**src/ascs_pkg.sv**
```systemverilog
// ----------------------------------------------------------------------------
// ascs_pkg
// Shared constants and types of the ascending sort block.
// ----------------------------------------------------------------------------
package ascs_pkg;

  localparam int MAX_ITEMS_DEF  = 64;
  localparam int VALUE_BITS_DEF = 32;
  localparam int IN_VALUE_W     = 32;
  localparam int OUT_VALUE_W    = 32;

  typedef struct packed {
    logic ins;
    logic pop;
  } ascs_ctl_t;

endpackage

```
**src/ascs_cell.sv**
```systemverilog
// ----------------------------------------------------------------------------
// ascs_cell
// One cell of the sorting chain. It holds one element and, on an insert,
// either keeps it, takes the new element or takes its left neighbour's
// element; on a pop it takes its right neighbour's element.
// ----------------------------------------------------------------------------
module ascs_cell import ascs_pkg::*; #(
  parameter int VALUE_BITS = VALUE_BITS_DEF
) (
  input  logic                  clk,
  input  ascs_ctl_t             ctl,
  input  logic [VALUE_BITS-1:0] ins_val,
  input  logic [VALUE_BITS-1:0] prev_val,
  input  logic                  prev_occ,
  input  logic                  prev_gt,
  input  logic                  self_occ,
  input  logic [VALUE_BITS-1:0] next_val,
  output logic [VALUE_BITS-1:0] val,
  output logic                  gt
);

  logic [VALUE_BITS-1:0] val_r;
  logic [VALUE_BITS-1:0] val_nxt;

  assign gt  = self_occ && (val_r > ins_val);
  assign val = val_r;

  always_comb begin
    val_nxt = val_r;
    if (ctl.pop) begin
      val_nxt = next_val;
    end else if (ctl.ins) begin
      if (prev_gt) begin
        val_nxt = prev_val;
      end else if (gt || (!self_occ && prev_occ)) begin
        val_nxt = ins_val;
      end
    end
  end

  always_ff @(posedge clk) begin
    val_r <= val_nxt;
  end

endmodule

```
**config.mk**
```make
export PLATFORM = sky130hd
export DESIGN_NAME = ascs_cell
export DESIGN_NICKNAME = d
export VERILOG_FILES = /design/src/ascs_pkg.sv /design/src/ascs_cell.sv
export SDC_FILE = /design/constraint.sdc
export NUM_CORES = 1
export LEC_CHECK = 0
export ABC_AREA = 0
export BUFFER_PORTS_ARGS = -buffer_cell sky130_fd_sc_hd__buf_2
export CELL_PAD_IN_SITES_DETAIL_PLACEMENT = 1
export CELL_PAD_IN_SITES_GLOBAL_PLACEMENT = 1
export CORE_ASPECT_RATIO = 1.75
export CORE_MARGIN = 5
export CORE_UTILIZATION = 32
export DETAILED_ROUTE_END_ITERATION = 7
export GPL_TIMING_DRIVEN = 0
export MAX_ROUTING_LAYER = met4
export PLACE_DENSITY = 0.77
export SYNTH_ARGS = -nofsm -noshare
export SYNTH_HDL_FRONTEND = slang
export SYNTH_SLANG_ARGS = --single-unit
```
**constraint.sdc**
```tcl
create_clock -name clk -period 4.75 [get_ports clk]
set_input_delay 0.475 -clock clk [delete_from_list [all_inputs] [get_ports clk]]
set_output_delay 0.475 -clock clk [all_outputs]
set_load 0.1 [all_outputs]
```
### Word-level counts from Yosys, hierarchy flattened

Index checks and enable logic that the tools add are counted.
Widths: inputs -> output; s select.

| storage, ports and cells | value |
|---|---|
| register bits after elaboration | 32 |
| bits of input ports | 102 |
| output and inout bits | 33 |
| logic and storage cells | 13 |

| cells by class | value |
|---|---|
| order comparisons | 1 |
| muxes and demuxes | 4 |
| reductions and logical operators | 7 |

Operators with widths:

| kind | count |
|---|---|
| $mux 32 | 4 |
| $gt 32x32->1 | 1 |
| $reduce_bool 3->1 | 1 |
| $logic_and 1x1->1 | 2 |
| $reduce_and 2->1 | 1 |
| $reduce_bool 2->1 | 1 |
| $logic_not 1->1 | 1 |
| $logic_or 1x1->1 | 1 |

### Logic depth before layout (Yosys ltp)

Gate-level depths: netlist (run 1).

| depth | value |
|---|---|
| word-level depth | 7 |
| gate-level depth with buffers | 7 |

### Least setup slack after synthesis (run 1)

No wires, ideal clock.

| timing path | value |
|---|---|
| kind | register to output |
| from | reg val_r[30] (netlist: val[30]) |
| to | out gt |
| arrival time | 4.182 ns |
| required time | 4.275 ns |
| setup slack | 0.093 ns |
| stages on the path, launching flop included | 7 |
| path buffers | 0 |
| path through | edfxtp_1 ha_1 nand4_1 or3_1 nor2_1 o31ai_1 a21boi_0 |

| between the ends | value |
|---|---|
| cells in the longest elaborated chain, start to end | 2 |

RTL lines:

| what | RTL line | RTL |
|---|---|---|
| start: declaration | ascs_cell.sv:22 | `logic [VALUE_BITS-1:0] val_r;` |
| start signal: assignment | ascs_cell.sv:42 | `val_r <= val_nxt;` |
| $gt 32x32->1 | ascs_cell.sv:25 | `assign gt = self_occ && (val_r > ins_val);` |
| $logic_and 1x1->1 | ascs_cell.sv:25 |  |
| end: declaration | ascs_cell.sv:19 | `output logic gt` |

No other way between the ends.

### Final worst setup path (run 1)

| timing path | value |
|---|---|
| from | reg val_r[7] (netlist: val[7]) |
| to | out gt |

The elaborated chain is that of the path after synthesis.

==> results of run 1 <==
[where the power goes]
group | total, µW | internal [µW] | leakage [µW] | switching (µW)
registers | 372 | 354 | 0.000323 | 17.2
logic | 489 | 122 | 0.00140 | 367
clock network | 310 | 193 | 0.0000655 | 117
total | 1170 | 669 | 0.00179 | 502
[stage by stage]
| stage | hold slack [ns] | setup TNS, ns | std cells | util, % | area [µm²] |
|---|---|---|---|---|---|
| 6_report | 0.474 | 0 | 486 | 45.2 | 3420 |
| 3_3_place_gp | 0.751 | -11.55 | 477 | 42.8 | 3240 |
| 2_1_floorplan | 0.662 | 0 | 257 | - | 2470 |
| 5_1_grt | 0.480 | 0 | 486 | 45.2 | 3420 |
| 3_5_place_dp | 0.763 | 0 | 478 | 43.4 | 3280 |
| 4_1_cts | 0.468 | 0 | 486 | 45.2 | 3420 |
[kinds of logic (layout without fill, tap and decap cells)]
logic type | after synthesis | after routing | share of synthesized area (%)
flops | 32 | 32 | 38.9
compound gates | 61 | 61 | 14.1
simple gates | 56 | 56 | 10.4
fa+ha+maj | 32 | 32 | 16.2
buf+inv | 44 | 185 | 7.25
mux | 32 | 32 | 13.0
[critical path, delay by kind of cell (launching register included)]
family	cells	cell delay, ns
buffers and inverters	1	0.33
DFF	1	0.39
AOI/OAI and AO/OA	5	1.26
adders and majority gates	1	0.33
[path summary, 6_finish.rpt]
check	endpoint	from
worst max-delay path	gt	val[7]
worst min-delay path	val[12]	next_val[12]
worst max register to register	val[10]	val[30]
worst min register to register	val[27]	val[16]
[area by class of cell]
cell class / count / area [µm²]
clock inverters: 1 / 3.75
multi-input cells: 181 / 1340
clock buffers: 7 / 133
inverters: 33 / 124
well taps: 88 / 110
fillers: 933 / 4150
plain buffers: 11 / 55.1
repair buffers: 133 / 688
flip-flops and latches: 32 / 961
[metal layers]
metal / GRT usage [%] / vias to the layer above / share of wire, %
met3: 3.29 / 17 / 4.0
met2: 35.9 / 73 / 60
met5: - / - / 0
met4: 6.80 / 0 / 2.5
li1: - / 1205 / -
met1: 15.0 / 1156 / 33
[placed cells by master, fill, tap and decap left out, types with 3 or more instances in the layout]
master	synthesis	layout
buf_2	3	135
nand2_1	35	35
o21ai_0	34	34
inv_1	33	33
mux2i_1	32	32
ha_1	32	32
edfxtp_1	32	32
a21oi_1	13	13
clkbuf_1	7	9
nand4_1	7	7
nand3_1	6	6
clkbuf_16	0	5
a21o_1	4	4
nor2_1	3	3
==> metrics, run 1 <==
area leader, netlist edfxtp_1; depth of the CTS H-tree 2; Rows 42; Synth Flop Type edfxtp_1; largest net degree at the start of global routing 20; Slew @ Worst Pin 0.639 ns; CP max stage delay 0.50 ns; Worst Setup Start Kind register; flop2flop setup slack 1.97 ns; layout cells sized above 1 36.4%; Power Density 343 nW/µm²; CP Max Fanout 3; GPL Wtd Cong 0.789; wire per inst 17.6 µm; fin crit share 64.5%; Num CTS Buffers 5; Post-synth top cells 35 x nand2_1, 34 x o21ai_0, 33 x inv_1; critical path class register to primary output; GR Overflow Total 0; Synth Cell Area 2470 µm²; Setup violations, final 0; ys async rst share 0%; outcome finished, final reports clean; fmax 327 MHz; Synth Net Count 391; post-CTS sizing 0; RSZ-0062 raised after global routing false; Mapped Cells 257; 1st-pass router iterations 4; CP Data Arrival Time 2.59 ns; Port Buffers 132; Netlist cell types 29; top-count cell post-synth nand2_1; die area 9640 µm²; Leak Pwr 0.00179 µW; clock slew at reported path FFs 0.05 ns; sequential-to-total area share from yosys stat 38.9%; Reg2Reg Depth 7; slowest cell on the critical path o31ai_1; DR vias 2451; clock tree sinks 32; Total Nets Final 531; initial antenna violation count 0; fin crit period 3.06 ns; ANT cells 0; critical path endpoint category primary output; final setup margin 1.69 ns; pre-CTS setup slack 1.74 ns; CP required 4.28 ns; HP Class input port to register; # DRC 0; Post-CTS Repair Setup Buffers 0; Clock Tree Buf Depth 2; vias in the first global route 2762; clk_lat worst skew 0.28 ns; Via density 5.04; height of the die 126 µm; Yosys reg bits 32; Total Routing Usage GR 17.6%; ANT nets after route 0; Root Buffer clkbuf_16; Worst VDD drop 183 µV; crit-path cells ha_1, a21oi_1, o21ai_0, a221o_1, o31ai_1, a21boi_0, buf_2; syn_area_per_cell 9.60 µm²; Core Area 7570 µm²; Ports 135; Initial Util 32.6%; CTS tree built; Post-CTS Hold Buffers 0; Ys Warns 0; Worst Hold Depth 3; DP HPWL 7130 µm; Yosys top cell area share 38.9%; Final Max Slew Viols 0; max FFs per register 32; Layout area overhead 38.5%; Post-synth EDFFs 32; top cells by area, synth edfxtp_1 39%, ha_1 16%, mux2i_1 13%; Die X-Extent 76.4 µm; Post-Route WL 8540 µm; Overall Power 1170 µW; Final Hold Viols 0; MaxCap Viol Count 0; worst clock skew 0.00453 ns; Slew headroom 56.8%; DR iter-0 viols 43; first-pass GRT wire length 13000 µm
(Power assumes the default switching activity.)
==> run 2, diff against run 1 <==
- CORE_UTILIZATION: 32 -> 29
- PLACE_DENSITY: 0.77 -> 0.74
- clock period: 4.75 -> 2.6 ns (I/O delays scaled with it)
==> metrics, run 2 (synthesis results as in run 1) <==
1st-pass router iterations 4; FF/Latch Area 961 µm²; ANT nets after route 0; max layer used met4; layout cells sized above 1 43.7%; met3 WL 285 µm; first-pass GRT wire length 14000 µm; Total Nets Final 547; initial antenna violation count 1; Rows 44; Port Buffers 132; Ports 135; Via density 4.80; Num CTS Buffers 5; Setup violations, final 0; Worst VDD drop 335 µV; Layout area overhead 56.1%; Post-DP Area 3350 µm²; fin crit share 99.8%; wire per inst 16.8 µm; die area 10500 µm²; design area 3850 µm²; Die X-Extent 79.7 µm; clock slew at reported path FFs 0.06 ns; GPL Wtd Cong 0.798; fin crit period 2.59 ns; DR WL met2 5270 µm; Layout fillers 1006; Metal-1 WL 3180 µm; critical path endpoint category primary output; Clock Tree Buf Depth 2; largest net degree at the start of global routing 17; DR vias 2545; CP required 2.34 ns; # DRC 0; most common cell after layout, fill and taps aside buf_2; Power Density 586 nW/µm²; critical path class register to primary output; Final Hold Viols 0; max FFs per register 32; HP Class input port to register; worst hold margin 0.261 ns; Post-CTS Hold Buffers 0; Slew @ Worst Pin 0.543 ns; worst clock skew 0.00708 ns; MaxCap Viol Count 0; Core Area 8310 µm²; Slew headroom 63.8%; clock tree sinks 32; Total Routing Usage GR 17.4%; vias in the first global route 2945; Root Buffer clkbuf_16; Worst Hold Depth 3; depth of the CTS H-tree 2; height of the die 132 µm; area of the multi-input gates 1570 µm²; outcome finished, final reports clean; most frequent cells in the layout 134 x buf_2, 35 x nand2_1, 34 x o21ai_0; CP Max Fanout 3; Final Max Slew Viols 0; setup_tns 0 ns; DR iter-0 viols 56; CTS tree built; CP Data Arrival Time 2.33 ns; pre-CTS setup slack -0.421 ns; flop2flop setup slack 0.08 ns; DP HPWL 6990 µm; Initial Util 29.7%; Post-Route WL 8930 µm; RSZ-0062 raised after global routing true; Reg2Reg Depth 7; final setup margin 0.00640 ns; Worst Setup Start Kind register; Leak Pwr 0.00190 µW; clk_lat worst skew 0.28 ns; Overall Power 2260 µW; GR Overflow Total 0; fmax 386 MHz
run 2: changes by cell type in the layout (fill, tap and decap cells not counted), sizes merged:
| cell | previous run | this run |
|---|---|---|
| buf | 136 | 150 |
| clkinv | 1 | 3 |
| diode | 0 | 1 |
| clkbuf | 15 | 14 |
| a31oi | 1 | 2 |
run 2: per-stage QoR:
step | std cells | utilization, %
after floorplan | 257 | -
after global placement | 504 | 40.3
after detailed placement | 504 | 40.3
after CTS | 521 | 44.5
after global routing | 530 | 46.3
final | 530 | 46.3
run 2: worst paths after layout:
kind	startpoint	end
min	next_val[22]	val[22]
max reg2reg	val[3]	val[15]
min reg2reg	val[31]	val[1]
max	val[3]	gt
run 2: repair_timing:
item / in CTS / in global routing
endpoints found under the setup margin: 33 / 17
pin swaps: 6 / 8
resized for setup: 13 / 8
setup buffers: 8 / 7
cloned: 1 / 1
run 2: cell type report:
class,count,share of cell area (%)
tap,115,3.74
clock buffer,5,3.25
sequential,32,25.0
multi-input combinational,182,40.7
clock inverter,3,0.357
inverter,33,3.22
timing repair buffer,148,22.3
antenna,1,0.0650
buffer,11,1.43
run 2: worst max-delay path: stages (launching register included):
cell      delay, ns
edfxtp_1       0.43
ha_4           0.30
nand4_1        0.10
or4_4          0.54
o31a_1         0.34
a21boi_4       0.15
buf_12         0.19
run 2: routing by layer:
layer | up-vias | global-route usage [%]
met5 | - | -
met4 | 0 | 5.45
met3 | 11 | 1.71
met2 | 70 | 34.7
met1 | 1222 | 16.7
li1 | 1242 | -
run 2: power by group:
part	leakage [µW]	switching, µW	total (µW)	internal, µW
Combinational	0.00151	702	992	290
Clock	0.0000710	231	579	348
Sequential	0.000323	38.9	686	647
Total	0.00190	972	2260	1290
